--- config.mk ---
export PLATFORM = sky130hd
export DESIGN_NAME = moving_average_warmup_unit
export DESIGN_NICKNAME = d
export VERILOG_FILES = /design/src/rtl/core/mavg_pkg.sv /design/src/rtl/core/moving_average_warmup_unit.sv /design/src/rtl/core/mavg_ring.sv /design/src/rtl/core/mavg_div.sv
export VERILOG_INCLUDE_DIRS = /design/src /design/src/rtl/core
export SDC_FILE = /design/constraint.sdc
export NUM_CORES = 1
export LEC_CHECK = 0
export BUFFER_PORTS_ARGS = -buffer_cell sky130_fd_sc_hd__buf_2
export CAP_MARGIN = 20
export CELL_PAD_IN_SITES_DETAIL_PLACEMENT = 0
export CELL_PAD_IN_SITES_GLOBAL_PLACEMENT = 1
export CORE_ASPECT_RATIO = 0.75
export CORE_MARGIN = 2
export CORE_UTILIZATION = 40
export CTS_BUF_LIST = sky130_fd_sc_hd__clkbuf_16
export CTS_CLUSTER_DIAMETER = 50
export DETAILED_ROUTE_END_ITERATION = 8
export MAX_ROUTING_LAYER = met4
export PLACE_DENSITY_LB_ADDON = 0.1
export SLEW_MARGIN = 0
export SYNTH_ARGS = -nofsm -noshare
export SYNTH_HDL_FRONTEND = slang
export SYNTH_SLANG_ARGS = --single-unit
--- constraint.sdc ---
create_clock -name clk -period 3.78 [get_ports clk]
set_input_delay 0.378 -clock clk [delete_from_list [all_inputs] [get_ports clk]]
set_output_delay 0.378 -clock clk [all_outputs]
set_load 0.01 [all_outputs]
--- src/rtl/core/moving_average_warmup_unit_defines.svh ---
// assertion macros for the moving average warm-up unit
// used by the top level only, no other dependencies
`ifndef MOVING_AVERAGE_WARMUP_UNIT_DEFINES_SVH
`define MOVING_AVERAGE_WARMUP_UNIT_DEFINES_SVH

// same-cycle implication, checked outside reset
`define MAVG_ASSERT_IMPL(label, clk, rst_n, ante, cons) \
  label: assert property (@(posedge clk) disable iff (!rst_n) (ante) |-> (cons)) \
    else $error("mavg check failed");

// next-cycle implication, checked outside reset
`define MAVG_ASSERT_NEXT(label, clk, rst_n, ante, cons) \
  label: assert property (@(posedge clk) disable iff (!rst_n) (ante) |=> (cons)) \
    else $error("mavg check failed");

`endif

--- src/rtl/core/mavg_pkg.sv ---
// shared constants and types for the moving average warm-up unit
// no dependencies
`timescale 1ns / 1ps
`default_nettype none

package mavg_pkg;

  localparam int DEPTH_DEF = 8;
  localparam int SAMPLE_W  = 24;
  localparam int FILLED_W  = 4;

  localparam logic CMD_PUSH    = 1'b0;
  localparam logic CMD_RESTART = 1'b1;

  // divider status towards the sequencer
  typedef struct packed {
    logic busy;
    logic done;
  } div_status_t;

endpackage

`default_nettype wire

--- src/rtl/core/moving_average_warmup_unit.sv ---
// boxcar moving average with warm-up: push returns the mean of the filled entries.
// a push passes through the read, add, divide and hand-off states to a valid result, the
// serial divider taking one quotient bit per cycle on the 27-bit total at DEPTH 8.
// one item at a time: in_ready is high only while idle, and rises in the same cycle as out_valid.
// synchronous active-low reset clears slot, fill count, total and handshakes; the ring
// is not cleared. depends on mavg_pkg, mavg_ring, mavg_div and the assertion macro header.
`timescale 1ns / 1ps
`default_nettype none

`include "moving_average_warmup_unit_defines.svh"

module moving_average_warmup_unit #(
  parameter int DEPTH = mavg_pkg::DEPTH_DEF
) (
  input  wire logic                                 clk,
  input  wire logic                                 rst_n,
  input  wire logic                                 in_valid,
  output logic                                      in_ready,
  input  wire logic                                 in_command,
  input  wire logic signed [mavg_pkg::SAMPLE_W-1:0] in_sample,
  output logic                                      out_valid,
  input  wire logic                                 out_ready,
  output logic signed [mavg_pkg::SAMPLE_W-1:0]      out_average,
  output logic [mavg_pkg::FILLED_W-1:0]             out_filled
);

  localparam int SLOT_W  = $clog2(DEPTH);
  localparam int CNT_W   = $clog2(DEPTH + 1);
  // sum of DEPTH samples never leaves this signed width
  localparam int TOTAL_W = mavg_pkg::SAMPLE_W + $clog2(DEPTH);

  // sequencer states
  localparam logic [2:0] S_IDLE = 3'd0;  // waiting for a transfer
  localparam logic [2:0] S_READ = 3'd1;  // oldest entry arrives, take it off once full
  localparam logic [2:0] S_ADD  = 3'd2;  // add the new sample, store it, start divide
  localparam logic [2:0] S_DIV  = 3'd3;  // divider at work
  localparam logic [2:0] S_PUT  = 3'd4;  // hand the mean to the output register

  logic [2:0]                          state_r, state_nxt;
  logic [SLOT_W-1:0]                   slot_r, slot_nxt;
  logic [CNT_W-1:0]                    cnt_r, cnt_nxt;
  logic signed [TOTAL_W-1:0]           total_r, total_nxt;
  logic signed [mavg_pkg::SAMPLE_W-1:0] sample_r, sample_nxt;
  logic                                out_valid_r, out_valid_nxt;
  logic signed [mavg_pkg::SAMPLE_W-1:0] out_average_r;
  logic [mavg_pkg::FILLED_W-1:0]       out_filled_r;

  logic                                 full;
  logic                                 in_xfer;
  logic                                 out_free;
  logic                                 rd_en;
  logic                                 wr_en;
  logic signed [mavg_pkg::SAMPLE_W-1:0] rd_data;
  logic                                 div_start;
  logic signed [TOTAL_W-1:0]            quotient;
  mavg_pkg::div_status_t                div_status;
  logic [CNT_W+mavg_pkg::FILLED_W-1:0]  cnt_ext;

  assign full     = (cnt_r == CNT_W'(DEPTH));
  assign in_ready = (state_r == S_IDLE);
  assign in_xfer  = in_valid && in_ready;
  assign out_free = !out_valid_r || out_ready;

  // filled is the count seen through a 4-bit window
  assign cnt_ext = {{mavg_pkg::FILLED_W{1'b0}}, cnt_r};

  // read the slot about to be overwritten as the push is taken
  assign rd_en = in_xfer && (in_command == mavg_pkg::CMD_PUSH);
  assign wr_en = (state_r == S_ADD);

  always_comb begin
    state_nxt  = state_r;
    slot_nxt   = slot_r;
    cnt_nxt    = cnt_r;
    total_nxt  = total_r;
    sample_nxt = sample_r;
    div_start  = 1'b0;
    unique case (state_r)
      S_IDLE: begin
        if (in_xfer) begin
          if (in_command == mavg_pkg::CMD_RESTART) begin
            // restart history, no result
            slot_nxt  = '0;
            cnt_nxt   = '0;
            total_nxt = '0;
          end else begin
            sample_nxt = in_sample;
            state_nxt  = S_READ;
          end
        end
      end
      S_READ: begin
        // once full, the oldest entry leaves the window
        if (full) begin
          total_nxt = total_r - TOTAL_W'(rd_data);
        end
        state_nxt = S_ADD;
      end
      S_ADD: begin
        total_nxt = total_r + TOTAL_W'(sample_r);
        if (!full) begin
          cnt_nxt = cnt_r + CNT_W'(1);
        end
        slot_nxt  = (slot_r == SLOT_W'(DEPTH - 1)) ? '0 : slot_r + SLOT_W'(1);
        div_start = 1'b1;
        state_nxt = S_DIV;
      end
      S_DIV: begin
        if (div_status.done) begin
          state_nxt = S_PUT;
        end
      end
      S_PUT: begin
        // wait here if the previous result has not been taken yet
        if (out_free) begin
          state_nxt = S_IDLE;
        end
      end
      default: state_nxt = S_IDLE;
    endcase
  end

  always_comb begin
    out_valid_nxt = out_valid_r;
    if (state_r == S_PUT && out_free) begin
      out_valid_nxt = 1'b1;
    end else if (out_ready) begin
      out_valid_nxt = 1'b0;
    end
  end

  always_ff @(posedge clk) begin
    if (!rst_n) begin
      state_r     <= S_IDLE;
      slot_r      <= '0;
      cnt_r       <= '0;
      total_r     <= '0;
      out_valid_r <= 1'b0;
    end else begin
      state_r     <= state_nxt;
      slot_r      <= slot_nxt;
      cnt_r       <= cnt_nxt;
      total_r     <= total_nxt;
      out_valid_r <= out_valid_nxt;
    end
  end

  // payload registers, no reset
  always_ff @(posedge clk) begin
    sample_r <= sample_nxt;
    if (state_r == S_PUT && out_free) begin
      out_average_r <= quotient[mavg_pkg::SAMPLE_W-1:0];
      out_filled_r  <= cnt_ext[mavg_pkg::FILLED_W-1:0];
    end
  end

  assign out_valid   = out_valid_r;
  assign out_average = out_average_r;
  assign out_filled  = out_filled_r;

  mavg_ring #(
    .DEPTH (DEPTH)
  ) u_ring (
    .clk     (clk),
    .wr_en   (wr_en),
    .wr_addr (slot_r),
    .wr_data (sample_r),
    .rd_en   (rd_en),
    .rd_addr (slot_r),
    .rd_data (rd_data)
  );

  // total over count; the count is never zero when a divide starts
  mavg_div #(
    .DEND_W (TOTAL_W),
    .DSOR_W (CNT_W)
  ) u_div (
    .clk      (clk),
    .rst_n    (rst_n),
    .start    (div_start),
    .dividend (total_nxt),
    .divisor  (cnt_nxt),
    .quotient (quotient),
    .status   (div_status)
  );

  // fill count saturates at the depth and the slot stays inside the ring
  `MAVG_ASSERT_IMPL(a_cnt_bound, clk, rst_n, 1'b1,
                    (cnt_r <= CNT_W'(DEPTH)) && (slot_r <= SLOT_W'(DEPTH - 1)))
  // a new result only appears after the hand-off state
  `MAVG_ASSERT_IMPL(a_out_from_put, clk, rst_n, $rose(out_valid_r), $past(state_r) == S_PUT)
  // a push goes on to fetch the oldest entry
  `MAVG_ASSERT_NEXT(a_push_reads, clk, rst_n,
                    in_xfer && (in_command == mavg_pkg::CMD_PUSH), state_r == S_READ)
  // the divider is only started while idle and never when the count is zero
  `MAVG_ASSERT_IMPL(a_div_start, clk, rst_n, div_start,
                    !div_status.busy && (cnt_nxt != '0))

endmodule

`default_nettype wire

--- src/rtl/core/mavg_ring.sv ---
// history ring of samples, one write and one registered read per cycle
// depends on mavg_pkg for the sample width
`timescale 1ns / 1ps
`default_nettype none

module mavg_ring #(
  parameter int DEPTH = mavg_pkg::DEPTH_DEF
) (
  input  wire logic                                clk,
  input  wire logic                                wr_en,
  input  wire logic [$clog2(DEPTH)-1:0]            wr_addr,
  input  wire logic signed [mavg_pkg::SAMPLE_W-1:0] wr_data,
  input  wire logic                                rd_en,
  input  wire logic [$clog2(DEPTH)-1:0]            rd_addr,
  output logic signed [mavg_pkg::SAMPLE_W-1:0]      rd_data
);

  logic signed [mavg_pkg::SAMPLE_W-1:0] mem_r [DEPTH];

  always_ff @(posedge clk) begin
    if (wr_en) begin
      mem_r[wr_addr] <= wr_data;
    end
  end

  always_ff @(posedge clk) begin
    if (rd_en) begin
      rd_data <= mem_r[rd_addr];
    end
  end

endmodule

`default_nettype wire

--- src/rtl/core/mavg_div.sv ---
// serial signed divider, restoring, one quotient bit per cycle
// truncates toward zero; depends on mavg_pkg for the status struct
`timescale 1ns / 1ps
`default_nettype none

module mavg_div #(
  parameter int DEND_W = 27,
  parameter int DSOR_W = 4
) (
  input  wire logic                     clk,
  input  wire logic                     rst_n,
  input  wire logic                     start,
  input  wire logic signed [DEND_W-1:0] dividend,
  input  wire logic [DSOR_W-1:0]        divisor,
  output logic signed [DEND_W-1:0]      quotient,
  output mavg_pkg::div_status_t         status
);

  localparam int STEP_W = $clog2(DEND_W + 1);

  localparam logic [1:0] D_IDLE = 2'd0;
  localparam logic [1:0] D_ABS  = 2'd1;
  localparam logic [1:0] D_RUN  = 2'd2;
  localparam logic [1:0] D_FIX  = 2'd3;

  logic [1:0]        state_r, state_nxt;
  logic [STEP_W-1:0] step_r, step_nxt;
  logic [DEND_W-1:0] quo_r, quo_nxt;
  logic [DSOR_W-1:0] rem_r, rem_nxt;
  logic [DSOR_W-1:0] dsor_r, dsor_nxt;
  logic              neg_r, neg_nxt;
  logic              done_r, done_nxt;
  logic [DSOR_W:0]   rem_sh;
  logic [DSOR_W:0]   diff;
  logic              take;

  assign rem_sh = {rem_r, quo_r[DEND_W-1]};
  assign diff   = rem_sh - {1'b0, dsor_r};
  assign take   = !diff[DSOR_W];

  always_comb begin
    state_nxt = state_r;
    step_nxt  = step_r;
    quo_nxt   = quo_r;
    rem_nxt   = rem_r;
    dsor_nxt  = dsor_r;
    neg_nxt   = neg_r;
    done_nxt  = 1'b0;
    unique case (state_r)
      D_IDLE: begin
        if (start) begin
          quo_nxt   = dividend;
          dsor_nxt  = divisor;
          neg_nxt   = dividend[DEND_W-1];
          state_nxt = D_ABS;
        end
      end
      D_ABS: begin
        // magnitude of the dividend, the most negative value fits unsigned
        if (neg_r) begin
          quo_nxt = -quo_r;
        end
        rem_nxt   = '0;
        step_nxt  = STEP_W'(DEND_W);
        state_nxt = D_RUN;
      end
      D_RUN: begin
        rem_nxt  = take ? diff[DSOR_W-1:0] : rem_sh[DSOR_W-1:0];
        quo_nxt  = {quo_r[DEND_W-2:0], take};
        step_nxt = step_r - STEP_W'(1);
        if (step_r == STEP_W'(1)) begin
          state_nxt = D_FIX;
        end
      end
      D_FIX: begin
        if (neg_r) begin
          quo_nxt = -quo_r;
        end
        done_nxt  = 1'b1;
        state_nxt = D_IDLE;
      end
      default: state_nxt = D_IDLE;
    endcase
  end

  always_ff @(posedge clk) begin
    if (!rst_n) begin
      state_r <= D_IDLE;
      done_r  <= 1'b0;
    end else begin
      state_r <= state_nxt;
      done_r  <= done_nxt;
    end
  end

  always_ff @(posedge clk) begin
    step_r <= step_nxt;
    quo_r  <= quo_nxt;
    rem_r  <= rem_nxt;
    dsor_r <= dsor_nxt;
    neg_r  <= neg_nxt;
  end

  assign quotient    = quo_r;
  assign status.busy = (state_r != D_IDLE);
  assign status.done = done_r;

endmodule

`default_nettype wire
==> flow_metrics.tcl <==
set metrics [dict create \
    outcome "completed" \
    die-height_um 179.8 \
    syn_area_um2 16490 \
    routabilityCongestion 0.8728 \
    crit_path_cell_trace "ha_1, fa_1, a211oi_2, o211ai_1, a21oi_2, a21oi_1, a21oi_1, o21ai_0, mux2i_1, o32a_1" \
    grt_pass1_wl_um 68530 \
    routed_wl_um 45480 \
    diodes 0 \
    synth_edf_count 309 \
    post_dp_cell_area_um2 17500 \
    cp_slowest_cell "edfxtp_1" \
    grtUsageTotal 0.2176 \
    fmax_mhz 286.6 \
    start_util 0.4053 \
    synth_top_family_by_area "compound AO/OA/AOI/OAI gates" \
    numCtsBuffers 40 \
    final_antenna_net_count 0 \
    pre_cts_ws_ps 155.5 \
    cts_tree "built" \
    hold_viol 0 \
    synth.area.mux_share 0.006148 \
    nets 1526 \
    cts_sinks 350 \
    synth-main-ff-cell "edfxtp_1" \
    dieArea_um2 42870 \
    postLayoutCellArea_um2 18940 \
    yosysWarnings 0 \
    leakage_nw 6.862 \
    drc_errors 0 \
    layout-drive-gt1-share 0.1204 \
    register_area_um2 10100 \
    cts_setup_buffers 0 \
    cp-start-kind "register" \
    multi_input_area_um2 5997 \
    coreArea_um2 40680 \
    h-tree-depth 2 \
    rsz0062_at_grt "false" \
    synthCells 1340 \
    worstMarginPinSlew_ps 947.5 \
    synth_xor_xnor_area_share 0.02709 \
    fillers 3691 \
    final_max_slew_viol_count 0 \
    yosysSeqAreaShare 0.6126 \
    postSynthAreaPerCell_um2 12.30 \
    portBuffers 58 \
    synthArstFlopShare 0 \
    layout_commonest_cell "edfxtp_1" \
    first_global_vias 10930 \
    final_cell_mix "edfxtp_1, a22oi_1, a21oi_1, nor2_1, nand2_1" \
    finalPower_mw 10.81 \
    ys_types 69 \
    wl_per_cell_um 22.94 \
    path_clk_slew_ps 60 \
    ioPinCount 59 \
    cp.required_ps 4070 \
    vdd_ir_drop_max_mv 0.3126 \
    drtPass1Iterations 5 \
    synthSimpleGateAreaFrac 0.1078 \
    critPathTopFamily "compound AO/OA/AOI/OAI gates" \
    setup-tns-final_ps 0 \
    syn-num-nets 1440 \
    synth_adder_area_share 0.05525 \
    maxCapViolCount 0 \
    critPathKind "register to register" \
    critPathMaxFanout 9 \
    skew_ps 23.90 \
    relSlewSlack 0.3668 \
    vias 11460 \
    cp-end-kind "register" \
    fin_crit_ps 3489 \
    std_cell_rows 64 \
    hpwl_um 30080 \
    insertion_delay_ps 560 \
    cp.arrival_ps 3780 \
    timing.final.crit_share 0.9231 \
    crit_buf_inv 0 \
    cts.path.max_buffers 3 \
    die_w_um 238.4 \
    setup_ws_ps 290.8 \
    grt_overflow_total 0 \
    cp_common_cell "a21oi_1" \
    grt_start_max_net_pins 41 \
    synth_compound_area_frac 0.1637 \
    critPathMaxStageDelay_ps 520 \
    power.density_nw_per_um2 570.5 \
    synth_seq_cells 350 \
    area_growth_pct 14.91 \
    hold_class "primary input to register" \
    antenna_found_initial 0 \
    setup_viol 0 \
    drtIter0Drc 1011 \
    vias_per_cell 5.781 \
    cts_root_buf "clkbuf_16" \
]
==> area by class of cell <==
type,instances,share of cell area
tap,528,0.03487
clock inverter,30,0.01228
inverter,52,0.01030
timing repair buffer,112,0.04002
clock buffer,40,0.05284
multi-input combinational,870,0.3166
sequential,350,0.5331
==> synth_stat cells, drive strengths merged (10+ instances only) <==
cell type  instances  area [um2]
nor3              28       140.1
inv               52       195.2
nor2              79       296.5
ha                68       850.8
a21oi             96       480.5
dfxtp             41       820.8
clkbuf            66       247.7
nand3             23       115.1
o211ai            10       75.07
o21a              11       82.58
o21bai            12       90.09
a21o              17       127.6
nand4             36       225.2
o21ai             51       255.2
a221oi            29       254.0
and2              14       87.58
a22oi            104       780.8
a31oi             13       81.33
nand2             71       269.0
nand2b            15       93.84
xnor2             25       219.0
and3              20       125.1
xor2              26       227.7
a211oi            11       82.58
edfxtp           309        9279
==> through the flow <==
stage,utilization,hold slack (ps),instances
3_5_place_dp,0.4301,483.8,1892
4_1_cts,0.4651,5.580,1981
6_report,0.4657,24.64,1982
5_1_grt,0.4657,5.993,1982
3_3_place_gp,0.4301,476.0,1892
2_1_floorplan,-,445.3,1340
==> sequential cells by signal, summed over array words and instances (netlist names), 4 cells and up <==
name	count
u_div.step_r	5
out_filled	4
u_ring.rd_data	24
total_r	27
sample_r	24
cnt_r	4
u_div.rem_r	4
out_average	24
u_div.quotient	27
u_ring.mem_r	192
u_div.dsor_r	4
==> power by group <==
part           switching (mW)  leakage, nW  total, mW  internal (mW)
clock network            1.60        0.628       3.62           2.02
registers               0.400         3.15       5.09           4.69
logic                    1.27         3.09       2.09          0.826
==> worst paths after layout <==
check,slack (ps),depth (start not counted),startpoint,to
max,290,10,sample_r[0]$_DFFE_PP_,u_div.quotient[20]$_DFFE_PP_
min,20,1,in_sample[9],sample_r[9]$_DFFE_PP_
max reg2reg,290,10,sample_r[0]$_DFFE_PP_,u_div.quotient[20]$_DFFE_PP_
min reg2reg,490,0,cnt_r[3]$_SDFF_PN0_,out_filled[3]$_DFFE_PP_
==> kinds of logic (layout without fill, tap and decap cells) <==
kind of cell	after synthesis	count (layout)
AOI/OAI and AO/OA	399	399
DFF	350	350
and+or+nand+nor	339	339
buffers and inverters	120	234
adders and majority gates	71	71
xor gates and xnor gates	51	51
muxes	10	10
==> timing repair <==
action | CTS | global route
endpoints found under the hold margin | 19 | 1
endpoints found under the setup margin | 0 | 3
resized for setup | 0 | 3
hold buffers | 19 | 1
==> metal layers <==
layer,track usage,routed length [um],up-vias
li1,-,-,5403
met1,0.3214,22700,5762
met4,0.03900,614,0
met3,0.03716,2276,51
met2,0.3178,19880,242
met5,-,0,-
Power figures use the tool's default switching activity.
